===== src/sv/dsds_pkg.sv =====
// ----------------------------------------------------------------------------
// dsds_pkg
// shared types and constants for the dual-source deadband setpoint merger
// ----------------------------------------------------------------------------
`default_nettype none

package dsds_pkg;

    localparam int NUM_CHANNELS = 4;
    localparam int MAX_POSITION = 180;

    localparam int CH_W     = 3;
    localparam int RAW_W    = 10;
    localparam int REM_W    = 16;
    localparam int POS_W    = 8;
    localparam int DB_W     = 8;
    localparam int PROD_W   = RAW_W + POS_W;
    localparam int ADDR_W   = (NUM_CHANNELS > 1) ? $clog2(NUM_CHANNELS) : 1;
    localparam int RAW_FULL = 1023;

    localparam int S_TDATA_W = 32;
    localparam int M_TDATA_W = 16;

    localparam logic REQ_POT    = 1'b0;
    localparam logic REQ_REMOTE = 1'b1;

    typedef struct packed {
        logic [POS_W-1:0] pot_level;
        logic [POS_W-1:0] remote_level;
        logic [POS_W-1:0] target_level;
        logic             last_source;
    } entry_t;

    typedef struct packed {
        logic   we;
        logic   changed;
        entry_t next;
    } upd_t;

endpackage

`default_nettype wire


===== src/sv/dsds_mem.sv =====
// ----------------------------------------------------------------------------
// dsds_mem
// per-channel state memory, one read and one write port, registered read
// with write bypass; entries read as zero until first written after reset
// ----------------------------------------------------------------------------
`default_nettype none

module dsds_mem
    import dsds_pkg::*;
(
    input  wire logic              aclk,
    input  wire logic              aresetn,
    input  wire logic              ren,
    input  wire logic [ADDR_W-1:0] raddr,
    output entry_t                 rdata,
    input  wire logic              we,
    input  wire logic [ADDR_W-1:0] waddr,
    input  wire entry_t            wdata
);

    entry_t                  mem [NUM_CHANNELS];
    logic [NUM_CHANNELS-1:0] valid_reg;
    entry_t                  rdata_reg;

    always_ff @(posedge aclk) begin
        if (!aresetn) begin
            valid_reg <= '0;
        end else if (we) begin
            valid_reg[waddr] <= 1'b1;
        end
    end

    always_ff @(posedge aclk) begin
        if (we) begin
            mem[waddr] <= wdata;
        end
    end

    always_ff @(posedge aclk) begin
        if (ren) begin
            if (we && (waddr == raddr)) begin
                rdata_reg <= wdata;
            end else if (valid_reg[raddr]) begin
                rdata_reg <= mem[raddr];
            end else begin
                rdata_reg <= '0;
            end
        end
    end

    assign rdata = rdata_reg;

endmodule

`default_nettype wire


===== src/sv/dsds_update.sv =====
// ----------------------------------------------------------------------------
// dsds_update
// scales the pot product, applies the deadband test and forms the new entry
// ----------------------------------------------------------------------------
`default_nettype none

module dsds_update
    import dsds_pkg::*;
(
    input  wire logic              kind,
    input  wire logic              chan_ok,
    input  wire logic [PROD_W-1:0] prod,
    input  wire logic [POS_W-1:0]  rem_pos,
    input  wire logic [DB_W-1:0]   deadband,
    input  wire entry_t            cur,
    output upd_t                   upd
);

    logic [POS_W-1:0]   q0;
    logic [RAW_W:0]     rem_sum;
    logic [POS_W-1:0]   pot_pos;
    logic [POS_W-1:0]   new_pos;
    logic [POS_W-1:0]   old_pos;
    logic [POS_W-1:0]   diff;
    logic               pass;

    // divide by 1023: q0 = prod >> 10, remainder stays below twice 1023
    assign q0      = prod[PROD_W-1:RAW_W];
    assign rem_sum = {1'b0, prod[RAW_W-1:0]} + (RAW_W+1)'(q0);
    assign pot_pos = q0 + POS_W'(rem_sum >= (RAW_W+1)'(RAW_FULL));

    assign new_pos = (kind == REQ_REMOTE) ? rem_pos : pot_pos;
    assign old_pos = (kind == REQ_REMOTE) ? cur.remote_level : cur.pot_level;
    assign diff    = (new_pos >= old_pos) ? (new_pos - old_pos) : (old_pos - new_pos);
    assign pass    = chan_ok && (diff >= deadband);

    always_comb begin
        upd.we      = pass;
        upd.changed = pass;
        upd.next    = cur;
        if (pass) begin
            upd.next.target_level = new_pos;
            upd.next.last_source  = kind;
            if (kind == REQ_REMOTE) begin
                upd.next.remote_level = new_pos;
            end else begin
                upd.next.pot_level = new_pos;
            end
        end
    end

endmodule

`default_nettype wire


===== src/sv/dual_source_deadband_setpoint.sv =====
// ----------------------------------------------------------------------------
// dual_source_deadband_setpoint
// setpoint merger for servo channels fed by pot samples and remote requests
// ----------------------------------------------------------------------------
// usage:
//   s_ channel carries one request per transaction: s_tuser is the request
//   kind (0 pot sample, 1 remote set), s_tdata the channel and both values.
//   m_ channel returns one result per request: s_tuser-style flag m_tuser
//   says the target was updated, m_tdata holds channel, target and source.
//   cfg_we/cfg_wdata write the deadband while no request is in flight.
// pipeline and throughput:
//   a request is accepted every cycle while the output does not stall; its
//   result passes the state memory read, then update and output register.
//   back-to-back requests to one channel are served by the memory's write
//   bypass, so one transaction per cycle is sustained while m_tready is high.
// reset and stall:
//   aresetn low clears all channel state to zero and the deadband to one.
//   when m_tready is low the output register holds and the update stage
//   stalls behind it; s_tready drops only once that stage is full.
// ----------------------------------------------------------------------------
`default_nettype none

module dual_source_deadband_setpoint
    import dsds_pkg::*;
(
    input  wire logic                 aclk,
    input  wire logic                 aresetn,
    input  wire logic                 cfg_we,
    input  wire logic [DB_W-1:0]      cfg_wdata,
    input  wire logic                 s_tvalid,
    output logic                      s_tready,
    // channel[2:0], pot_raw[12:3], remote_value[28:13], zero[31:29]
    input  wire logic [S_TDATA_W-1:0] s_tdata,
    // req_type[0]
    input  wire logic                 s_tuser,
    output logic                      m_tvalid,
    input  wire logic                 m_tready,
    // out_channel[2:0], target_position[10:3], target_source[11], zero[15:12]
    output logic [M_TDATA_W-1:0]      m_tdata,
    // changed[0]
    output logic                      m_tuser
);

    logic [DB_W-1:0]   deadband_reg;

    logic              s1_valid_reg;
    logic              s1_kind_reg;
    logic              s1_ok_reg;
    logic [CH_W-1:0]   s1_chan_reg;
    logic [PROD_W-1:0] s1_prod_reg;
    logic [POS_W-1:0]  s1_rem_reg;

    logic              m_valid_reg;
    logic              m_changed_reg;
    logic [CH_W-1:0]   m_chan_reg;
    logic [POS_W-1:0]  m_pos_reg;
    logic              m_src_reg;

    logic              s_accept;
    logic              s1_move;
    logic [CH_W-1:0]   in_chan;
    logic [RAW_W-1:0]  in_raw;
    logic [REM_W-1:0]  in_rem;
    logic              in_ok;
    logic [PROD_W-1:0] in_prod;
    logic [POS_W-1:0]  in_rem_pos;
    entry_t            rd_entry;
    upd_t              upd;
    logic              mem_we;

    assign in_chan = s_tdata[CH_W-1:0];
    assign in_raw  = s_tdata[CH_W+RAW_W-1:CH_W];
    assign in_rem  = s_tdata[CH_W+RAW_W+REM_W-1:CH_W+RAW_W];
    assign in_ok   = (int'(in_chan) < NUM_CHANNELS);

    assign in_prod = PROD_W'(in_raw) * PROD_W'(MAX_POSITION);

    always_comb begin
        if (in_rem[REM_W-1]) begin
            in_rem_pos = '0;
        end else if (in_rem > REM_W'(MAX_POSITION)) begin
            in_rem_pos = POS_W'(MAX_POSITION);
        end else begin
            in_rem_pos = in_rem[POS_W-1:0];
        end
    end

    assign s1_move  = s1_valid_reg && (!m_valid_reg || m_tready);
    assign s_tready = !s1_valid_reg || s1_move;
    assign s_accept = s_tvalid && s_tready;
    assign mem_we   = s1_move && upd.we;

    always_ff @(posedge aclk) begin
        if (!aresetn) begin
            deadband_reg <= DB_W'(1);
        end else if (cfg_we) begin
            deadband_reg <= cfg_wdata;
        end
    end

    dsds_mem u_mem (
        .aclk    (aclk),
        .aresetn (aresetn),
        .ren     (s_accept && in_ok),
        .raddr   (ADDR_W'(in_chan)),
        .rdata   (rd_entry),
        .we      (mem_we),
        .waddr   (ADDR_W'(s1_chan_reg)),
        .wdata   (upd.next)
    );

    dsds_update u_update (
        .kind     (s1_kind_reg),
        .chan_ok  (s1_ok_reg),
        .prod     (s1_prod_reg),
        .rem_pos  (s1_rem_reg),
        .deadband (deadband_reg),
        .cur      (rd_entry),
        .upd      (upd)
    );

    always_ff @(posedge aclk) begin
        if (!aresetn) begin
            s1_valid_reg <= 1'b0;
        end else if (s_accept) begin
            s1_valid_reg <= 1'b1;
        end else if (s1_move) begin
            s1_valid_reg <= 1'b0;
        end
    end

    always_ff @(posedge aclk) begin
        if (s_accept) begin
            s1_kind_reg <= s_tuser;
            s1_ok_reg   <= in_ok;
            s1_chan_reg <= in_chan;
            s1_prod_reg <= in_prod;
            s1_rem_reg  <= in_rem_pos;
        end
    end

    always_ff @(posedge aclk) begin
        if (!aresetn) begin
            m_valid_reg <= 1'b0;
        end else if (s1_move) begin
            m_valid_reg <= 1'b1;
        end else if (m_tready) begin
            m_valid_reg <= 1'b0;
        end
    end

    always_ff @(posedge aclk) begin
        if (s1_move) begin
            m_changed_reg <= upd.changed;
            m_chan_reg    <= s1_chan_reg;
            m_pos_reg     <= s1_ok_reg ? upd.next.target_level : '0;
            m_src_reg     <= s1_ok_reg ? upd.next.last_source : 1'b0;
        end
    end

    assign m_tvalid = m_valid_reg;
    assign m_tuser  = m_changed_reg;
    assign m_tdata  = {(M_TDATA_W-CH_W-POS_W-1)'(0), m_src_reg, m_pos_reg, m_chan_reg};

`ifndef ASSERT_OFF
    a_invalid_chan_zero: assert property (@(posedge aclk) disable iff (!aresetn)
        (s1_move && !s1_ok_reg) |=> (!m_changed_reg && (m_pos_reg == '0) && !m_src_reg))
        else $error("invalid channel produced a nonzero result");

    a_write_on_move: assert property (@(posedge aclk) disable iff (!aresetn)
        mem_we |-> (s1_valid_reg && s1_ok_reg && upd.changed))
        else $error("state write without a completing update");

    a_move_fills_output: assert property (@(posedge aclk) disable iff (!aresetn)
        s1_move |=> m_valid_reg)
        else $error("update stage moved but no result was presented");

    a_ready_when_empty: assert property (@(posedge aclk) disable iff (!aresetn)
        !s1_valid_reg |-> s_tready)
        else $error("input stalled with an empty update stage");
`endif

endmodule

`default_nettype wire


===== config.mk =====
export PLATFORM = sky130hd
export DESIGN_NAME = dual_source_deadband_setpoint
export DESIGN_NICKNAME = d
export VERILOG_FILES = /design/src/sv/dsds_pkg.sv /design/src/sv/dsds_mem.sv /design/src/sv/dsds_update.sv /design/src/sv/dual_source_deadband_setpoint.sv
export SDC_FILE = /design/constraint.sdc
export NUM_CORES = 1
export LEC_CHECK = 0
export BUFFER_PORTS_ARGS = -buffer_cell sky130_fd_sc_hd__buf_2
export CORE_MARGIN = 4
export CORE_UTILIZATION = 40
export DETAILED_ROUTE_END_ITERATION = 8
export GPL_TIMING_DRIVEN = 0
export SYNTH_ARGS = -nofsm -noshare
export SYNTH_HDL_FRONTEND = slang
export SYNTH_SLANG_ARGS = --single-unit

===== constraint.sdc =====
create_clock -name aclk -period 11.52 [get_ports aclk]
set_input_delay 2.304 -clock aclk [delete_from_list [all_inputs] [get_ports aclk]]
set_output_delay 2.304 -clock aclk [all_outputs]
set_load 0.01 [all_outputs]

==> results of run 1 <==
[kinds of logic after synthesis]
family | after synthesis | share of synthesized area [%]
adders and majority gates | 77 | 11.22
DFF | 181 | 54.44
buffers and inverters | 104 | 4.374
xor gates and xnor gates | 28 | 2.522
and+or+nand+nor | 133 | 7.102
muxes | 104 | 14.46
AOI/OAI and AO/OA | 82 | 5.841
other | 1 | 0.03856
[metal layers]
metal / wire length (um) / track usage, % / share of wire, % / up-vias
li1: - / - / - / 2772
met2: 9453 / 25.16 / 47 / 119
met4: 235 / 4.041 / 1.2 / 0
met3: 932 / 2.936 / 4.6 / 14
met5: 0 / 0 / 0 / -
met1: 9496 / 22.55 / 47 / 2847
[worst register-to-register path, delay by kind of cell, from the launching register on]
kind	cells	cell delay (ns)
buffers and inverters	5	1.20
AND/OR/NAND/NOR	8	1.70
AO/OA/AOI/OAI	9	2.86
adder cells (fa/ha/maj)	6	1.81
flip-flops	1	0.47
multiplexers	1	0.38
XOR/XNOR	1	0.08
[worst max-delay path by stage]
stage	startpoint	endpoint	slack (ns)
floorplan	s1_prod_reg[12]	u_mem.mem[0][0]	2.46
CTS	s1_prod_reg[12]	u_mem.mem[1][2]	2.70
detailed placement	s1_prod_reg[12]	u_mem.mem[1][7]	2.72
finish	s1_prod_reg[12]	u_mem.mem[1][6]	2.74
global placement	s1_prod_reg[12]	u_mem.mem[0][7]	-1.21
global route	s1_prod_reg[12]	u_mem.mem[1][2]	1.99
[Yosys cell counts, drive strengths merged, types with 11 or more instances]
library cell	count	area, sq um
nor2b	17	106.4
mux2i	46	460.4
nand2	37	138.9
mux2	32	360.4
clkbuf	13	48.80
dfxtp	14	280.3
inv	77	289.0
mux4	26	585.6
fa	17	340.3
xnor2	19	166.4
o21ai	11	58.81
and2	16	100.1
a21oi	30	150.1
nand3	11	55.05
buf	14	87.58
nor2	21	78.83
edfxtp	167	5015
ha	60	750.7
[area by class of cell]
type                            instances  area [sq um]
Sequential cell                       181          5295
Timing Repair Buffer                   65         362.8
Clock buffer                           19         432.9
Multi-Input combinational cell        428          4035
Tap cell                              319         399.1
Clock inverter                         11         105.1
Buffer                                 27         136.4
Inverter                               77         289.0
Fill cell                            2222         12630
[stage by stage]
stage	hold slack (ns)	utilization, %	setup TNS, ns
floorplan	0.4003	-	0
global placement	0.4050	43.98	-30.97
detailed placement	0.4072	44.41	0
CTS	0.4238	46.68	0
global route	0.4442	46.68	0
finish	0.4219	46.68	0
[report_power, final]
part / switching [W] / internal [W] / total, W
logic: 0.000365 / 0.000272 / 0.000637
registers: 0.0000293 / 0.000825 / 0.000855
clock network: 0.000243 / 0.000296 / 0.000539
total: 0.000637 / 0.00139 / 0.00203
==> out/results.md, run 1 <==
- **Max Freq** 113.9 MHz
- **number of antenna-violating nets in the routed design** 0
- **sequential element share of the synthesized area** 54.44%
- **depth of the worst register-to-register path** 30
- **combined buffer and inverter count along the critical path** 5
- **proportion of layout cells with a drive suffix above 1** 21.91%
- **cell area after placement** 10520 sq um
- **transition time of the tightest slew-check pin** 1.359 ns
- **nature of the critical path startpoint** register
- **clk_lat worst skew** 0.43 ns
- **number of nets in the finished design** 920
- **CP top delay family** compound AO/OA/AOI/OAI gates
- **first-pass iteration count of the detailed router** 4
- **leading cell type in the layout, fill and taps excluded** sky130_fd_sc_hd__edfxtp_1
- **Worst Skew** 0.009578 ns
- **unrepaired setup endpoints after global routing** false
- **proportion of synthesized flip-flops having asynchronous set or reset** 0%
- **max-cap check violation count** 0
- **Final Cycle Share** 76.20%
- **number of global-route vias before repair** 5877
- **leakage component of the power** 4.330 nW
- **final cell count without fillers** 1127
- **Post-CTS Setup Inserts** 0
- **final standard cell area without fillers** 11060 sq um
- **post-cts sizing count** 0
- **number of cell rows** 56
- **Synth Register Bits** 181
- **worst-case register-to-register setup slack** 2.74 ns
- **final HPWL from detailed placement** 14940 um
- **Post-CTS Hold Fix Bufs** 0
- **area of the core region** 23680 sq um
- **critical path data arrival time** 8.92 ns
- **Setup-failing EPs final** 0
- **Max VDD drop** 85.27 uV
- **launch point of the worst hold path** s1_chan_reg[2]
- **end of the worst register-to-register path** u_mem.mem[1][6]
- **Die Outline Area** 26870 sq um
- **clock tree from TritonCTS** yes
- **worst-case headroom to the max-slew limit** 9.384%
- **RR Startpoint** s1_prod_reg[12]
- **commonest non-fill, non-tap cells in the layout** 167 x sky130_fd_sc_hd__edfxtp_1, 77 x sky130_fd_sc_hd__inv_1, 63 x sky130_fd_sc_hd__buf_2
- **Most used DFF post-synth** sky130_fd_sc_hd__edfxtp_1
- **wire length of the first global-routing pass** 32640 um
- **final total power** 0.002030 W
- **Iteration-0 DRC Markers** 318
- **number of cells on the critical path** 30
- **post-route minimum period** 8.778 ns
- **number of flip-flops under the largest register name** 100
- **width of the die** 163.9 um
- **post-route setup slack** 2.742 ns
- **status** finished, final reports clean
- **vias per cell** 5.104
- **distinct cell type count of the synthesized netlist** 55
- **DR vias** 5752
- **most frequent cell on the critical path** sky130_fd_sc_hd__ha_1
- **final hold violation count** 0
- **CTS Buf Count** 17
- **synthesis-to-layout area growth** 13.68%
- **Critical Path Sink Type** register
- **diodes inserted** 0
- **antenna violations before repair** 0
- **Setup WS pre-CTS** 2.724 ns
- **Min-Delay Endpoint** m_chan_reg[2]
- **maximum number of buffers from clock root to sink** 2
- **overall fraction of global-route tracks in use** 15.82%
- **post-synthesis area per instance** 13.70 sq um
- **Hold WC Path Type** reg2reg
- **Slowest Stage Delay on Critical Path** 0.69 ns
- **number of pins exceeding their max-slew limit in the final report** 0
- **mean routed wirelength per cell** 17.85 um
- **Post-synth EDFFs** 167
- **ratio of total power to cell area** 183.7 nW/um^2
- **Clock Sink Count** 181
- **area of the mapped netlist** 9726 sq um
- **hold depth** 0
- **Req. time, crit path** 11.66 ns
- **floorplan die height** 163.9 um
- **Placed Instances** 1097
- **Slowest cell on crit path** sky130_fd_sc_hd__o31ai_2
- **clock slew at the register clock pins of the worst setup and hold paths** 0.07 ns
- **number of port buffers** 56
- **root buf cell** sky130_fd_sc_hd__clkbuf_16
- **Warnings, synthesis** 0
- **wire length reported by the detailed router** 20120 um
- **gr ovfl total** 0
- **cell count after synthesis** 710
- **weighted congestion reported at the end of routability-driven placement** 0.8544
- **number of primary I/O pins** 65
- **CP max FO** 10
- **# DRC** 0
- **worst setup path class** reg2reg
- **Clock H-tree levels** 4
- **largest net degree at the start of global routing** 30
- **initial cell density of the core** 41.07%
No activity file was read; power rests on OpenSTA's default activity.
==> inputs of run 2 (changes only) <==
- clock period: 11.52 -> 9 ns (I/O delays scaled with it)
==> run 2 against run 1 <==
Net effect:
- die area is the same
- total power grew 31%
- clock power grew 37%
- global-route usage shrank 0.070 points
- critical path depth shrank 1
- routed wire length grew 0.65%
- utilization grew 0.27 points
- register-to-register slack lost 2.1 ns
- worst hold slack lost 0.0014 ns
- first-iteration DRC count grew 27%
==> out/results.md, run 2 (synthesis gave the netlist of run 1 again) <==
- **Worst Skew** 0.01482 ns
- **Max Freq** 119.7 MHz
- **ratio of total power to cell area** 239.0 nW/um^2
- **commonest non-fill, non-tap cells in the layout** 167 x sky130_fd_sc_hd__edfxtp_1, 77 x sky130_fd_sc_hd__inv_1, 63 x sky130_fd_sc_hd__buf_2
- **leading cell type in the layout, fill and taps excluded** sky130_fd_sc_hd__edfxtp_1
- **depth of the worst register-to-register path** 29
- **proportion of layout cells with a drive suffix above 1** 22.18%
- **most frequent cell on the critical path** sky130_fd_sc_hd__ha_1
- **wire length reported by the detailed router** 20250 um
- **leakage component of the power** 4.362 nW
- **critical path data arrival time** 8.49 ns
- **worst-case headroom to the max-slew limit** 45.56%
- **maximum number of buffers from clock root to sink** 2
- **initial cell density of the core** 41.07%
- **transition time of the tightest slew-check pin** 0.8166 ns
- **first-pass iteration count of the detailed router** 6
- **number of pins exceeding their max-slew limit in the final report** 0
- **number of antenna-violating nets in the routed design** 0
- **number of port buffers** 56
- **final hold violation count** 0
- **gr ovfl total** 0
- **floorplan die height** 163.9 um
- **overall fraction of global-route tracks in use** 15.75%
- **endpoint of the most critical setup path** u_mem.mem[2][6]
- **width of the die** 163.9 um
- **worst setup path class** reg2reg
- **status** finished, final reports clean
- **worst-case register-to-register setup slack** 0.65 ns
- **clock slew at the register clock pins of the worst setup and hold paths** 0.07 ns
- **post-route setup slack** 0.6477 ns
- **number of cell rows** 56
- **DR vias** 5821
- **final HPWL from detailed placement** 14960 um
- **weighted congestion reported at the end of routability-driven placement** 0.8487
- **Slowest cell on crit path** sky130_fd_sc_hd__a311oi_4
- **largest net degree at the start of global routing** 30
- **max-cap check violation count** 0
- **post-route minimum period** 8.352 ns
- **Die Outline Area** 26870 sq um
- **number of nets in the finished design** 917
- **Hold WC Path Type** reg2reg
- **end of the worst register-to-register path** u_mem.mem[2][6]
- **Max VDD drop** 126.8 uV
- **crit path from** s1_prod_reg[12]
- **Req. time, crit path** 9.14 ns
- **Slowest Stage Delay on Critical Path** 0.57 ns
- **cell area after placement** 10510 sq um
- **CP max FO** 10
- **vias per cell** 5.170
- **area of the core region** 23680 sq um
- **Post-CTS Hold Fix Bufs** 0
- **number of flip-flops under the largest register name** 100
- **Critical Path Sink Type** register
- **CTS Buf Count** 17
- **antenna violations before repair** 0
- **diodes inserted** 0
- **number of primary I/O pins** 65
- **root buf cell** sky130_fd_sc_hd__clkbuf_16
- **clk_lat worst skew** 0.44 ns
- **mean routed wirelength per cell** 17.98 um
- **final standard cell area without fillers** 11120 sq um
- **number of global-route vias before repair** 5868
- **Clock H-tree levels** 4
- **nature of the critical path startpoint** register
- **Iteration-0 DRC Markers** 405
- **synthesis-to-layout area growth** 14.34%
- **combined buffer and inverter count along the critical path** 4
- **Clock Sink Count** 181
- **number of fillers in the final layout** 2176
- **Setup WS pre-CTS** 0.2872 ns
- **# DRC** 0
- **CP top delay family** compound AO/OA/AOI/OAI gates
- **number of cells on the critical path** 29
- **Final Cycle Share** 92.80%
- **Setup-failing EPs final** 0
- **unrepaired setup endpoints after global routing** false
- **TNS Setup** 0 ns
- **worst hold slack** 0.4204 ns
- **RR Startpoint** s1_prod_reg[12]
- **clock tree from TritonCTS** yes
- **wire length of the first global-routing pass** 32010 um
run 2: area by class of cell:
cell class	instances	area [sq um]	share of cell area, %
sequential	181	5295	47.61
multi-input combinational	428	4066	36.57
clock buffer	17	425.4	3.825
tap	319	399.1	3.589
timing repair buffer	62	344.1	3.094
inverter	77	289.0	2.599
clock inverter	15	165.2	1.485
buffer	27	136.4	1.226
run 2: worst min path at each step:
| stage | startpoint | slack [ns] | cells after the start | endpoint |
|---|---|---|---|---|
| after floorplan | s1_chan_reg[2] | 0.40 | 0 | m_chan_reg[2] |
| after global placement | s1_chan_reg[2] | 0.40 | 0 | m_chan_reg[2] |
| after detailed placement | s1_chan_reg[2] | 0.41 | 0 | m_chan_reg[2] |
| after CTS | s1_chan_reg[2] | 0.43 | 0 | m_chan_reg[2] |
| after global routing | s1_chan_reg[2] | 0.44 | 0 | m_chan_reg[2] |
| final | s1_chan_reg[2] | 0.42 | 0 | m_chan_reg[2] |
run 2: what timing repair did:
item | 4_1_cts | 5_1_grt
resized for setup | 0 | 3
endpoints found under the setup margin | 0 | 37
setup buffers | 0 | 0
run 2: layer usage:
metal | share of wire, % | vias to the layer above | global-route usage, %
li1 | - | 2770 | -
met1 | 47 | 2889 | 21.57
met2 | 48 | 145 | 25.67
met3 | 4.7 | 17 | 3.187
met4 | 1.2 | 0 | 4.461
met5 | 0 | - | 0
run 2: where the power goes:
part	total (W)	switching, W	leakage (nW)	internal (W)
registers	0.00109	0.0000379	1.67	0.00106
clock network	0.000737	0.000343	0.286	0.000394
logic	0.000828	0.000476	2.41	0.000352
total	0.00266	0.000856	4.36	0.00180
run 2: through the flow:
stage / cells / util (%) / total power [W]
2_1_floorplan: 713 / - / 0.001708
6_report: 1126 / 46.96 / 0.002658
3_3_place_gp: 1088 / 44.01 / 0.001923
3_5_place_dp: 1094 / 44.37 / 0.001934
4_1_cts: 1126 / 46.86 / 0.002673
5_1_grt: 1126 / 46.96 / 0.002821
run 2: worst register-to-register path, delay by kind of cell (launching register included):
kind / cells / cell delay, ns
AO/OA/AOI/OAI: 8 / 2.49
XOR/XNOR: 1 / 0.11
adder cells (fa/ha/maj): 6 / 1.81
flip-flops: 1 / 0.47
AND/OR/NAND/NOR: 9 / 1.77
multiplexers: 1 / 0.40
buffers and inverters: 4 / 1.02
==> inputs of run 3 (changes only) <==
- CORE_MARGIN: 4 -> not set
==> run 3 against run 2 <==
Net effect:
- clock power up 3%
- die area fell by 7.2%
- cell count is essentially flat
- critical path depth unchanged
- sequential share of layout area decreased by 0.096 points
- utilization up 0.095 points
- highest routed layer unchanged
==> out/results.md, run 3 (synthesis gave the netlist of run 1 again) <==
- **CTS Buf Count** 17
- **wire length reported by the detailed router** 20370 um
- **clk_lat worst skew** 0.44 ns
- **ratio of total power to cell area** 240.7 nW/um^2
- **wire length of the first global-routing pass** 32370 um
- **Iteration-0 DRC Markers** 350
- **leakage component of the power** 4.367 nW
- **clock tree from TritonCTS** yes
- **transition time of the tightest slew-check pin** 0.8328 ns
- **final total power** 0.002682 W
- **mean routed wirelength per cell** 18.08 um
- **weighted congestion reported at the end of routability-driven placement** 0.8301
- **worst hold slack** 0.4225 ns
- **Req. time, crit path** 9.14 ns
- **Setup-failing EPs final** 0
- **CP max FO** 10
- **Post-CTS Setup Inserts** 0
- **critical path data arrival time** 8.51 ns
- **DR vias** 5742
- **antenna violations before repair** 0
- **worst setup path class** reg2reg
- **nature of the critical path startpoint** register
- **floorplan die height** 157.9 um
- **clock slew at the register clock pins of the worst setup and hold paths** 0.07 ns
- **gr ovfl total** 0
- **first-pass iteration count of the detailed router** 5
- **number of pins exceeding their max-slew limit in the final report** 0
- **Max Freq** 119.5 MHz
- **max-cap check violation count** 0
- **Slowest Stage Delay on Critical Path** 0.59 ns
- **initial cell density of the core** 41.07%
- **Clock Sink Count** 181
- **largest net degree at the start of global routing** 30
- **Clock H-tree levels** 4
- **Final Cycle Share** 92.96%
- **number of global-route vias before repair** 5859
- **unrepaired setup endpoints after global routing** false
- **proportion of layout cells with a drive suffix above 1** 22.15%
- **diodes inserted** 0
- **number of nets in the finished design** 918
- **final hold violation count** 0
- **Worst Skew** 0.01257 ns
- **maximum number of buffers from clock root to sink** 2
- **Hold WC Path Type** reg2reg
- **most frequent cell on the critical path** sky130_fd_sc_hd__ha_1
- **number of port buffers** 56
- **Die Outline Area** 24940 sq um
- **post-route minimum period** 8.367 ns
- **leading cell type in the layout, fill and taps excluded** sky130_fd_sc_hd__edfxtp_1
- **number of antenna-violating nets in the routed design** 0
- **synthesis-to-layout area growth** 14.58%
- **number of flip-flops under the largest register name** 100
- **overall fraction of global-route tracks in use** 17.66%
- **worst-case headroom to the max-slew limit** 44.48%
- **Critical Path Sink Type** register
- **root buf cell** sky130_fd_sc_hd__clkbuf_16
- **Max VDD drop** 104.6 uV
- **width of the die** 157.9 um
- **Slowest cell on crit path** sky130_fd_sc_hd__nor3b_4
- **final HPWL from detailed placement** 14940 um
- **vias per cell** 5.095
- **area of the core region** 23680 sq um
- **# DRC** 0
- **number of cell rows** 56
- **cell area after placement** 10530 sq um
- **number of primary I/O pins** 65
- **commonest non-fill, non-tap cells in the layout** 167 x sky130_fd_sc_hd__edfxtp_1, 77 x sky130_fd_sc_hd__inv_1, 63 x sky130_fd_sc_hd__buf_2
- **final standard cell area without fillers** 11140 sq um
- **TNS Setup** 0 ns
- **status** finished, final reports clean
[run 3: layout make-up]
class,count,area [sq um]
Tap cell,319,399.1
Clock buffer,18,429.2
Multi-Input combinational cell,428,4060
Sequential cell,181,5295
Clock inverter,14,167.7
Timing Repair Buffer,63,366.6
Fill cell,2219,12540
Inverter,77,289.0
Buffer,27,136.4
[run 3: worst paths after layout]
check                   from               end  slack, ns  cells past startpoint
max          s1_prod_reg[12]  u_mem.mem[1][12]       0.63                     29
max reg2reg  s1_prod_reg[12]  u_mem.mem[1][12]       0.63                     29
min reg2reg   s1_chan_reg[2]     m_chan_reg[2]       0.42                      0
min           s1_chan_reg[2]     m_chan_reg[2]       0.42                      0
[run 3: per-layer routing]
layer | GRT usage (%) | vias up | part of all wire (%)
li1 | - | 2770 | -
met1 | 24.27 | 2813 | 48
met2 | 28.26 | 135 | 47
met3 | 2.792 | 24 | 3.3
met4 | 6.456 | 0 | 1.8
met5 | 0 | - | 0
[run 3: repair_timing]
action / CTS / global route
endpoints found under the hold margin: 0 / 0
resized for setup: 0 / 2
endpoints found under the setup margin: 0 / 25
hold buffers: 0 / 0
[run 3: metrics by stage]
| stage | utilization, % | worst slack [ns] | instances |
|---|---|---|---|
| after global routing | 47.05 | 0.02559 | 1127 |
| final | 47.05 | 0.6333 | 1127 |
| after floorplan | - | 0.6497 | 713 |
| after CTS | 46.98 | 0.2836 | 1127 |
| after global placement | 44.01 | -2.417 | 1088 |
| after detailed placement | 44.46 | 0.3179 | 1095 |
[run 3: critical path: cells and delay by family (launching register included)]
kind / cells / cell delay, ns
muxes: 1 / 0.39
adders and majority gates: 6 / 1.81
xor gates and xnor gates: 1 / 0.09
DFF: 1 / 0.46
and+or+nand+nor: 8 / 1.70
buffers and inverters: 4 / 0.98
AOI/OAI and AO/OA: 9 / 2.64
[run 3: where the power goes]
| part | switching, W | internal, W |
|---|---|---|
| combinational | 0.000478 | 0.000353 |
| sequential | 0.0000383 | 0.00106 |
| clock | 0.000338 | 0.000418 |
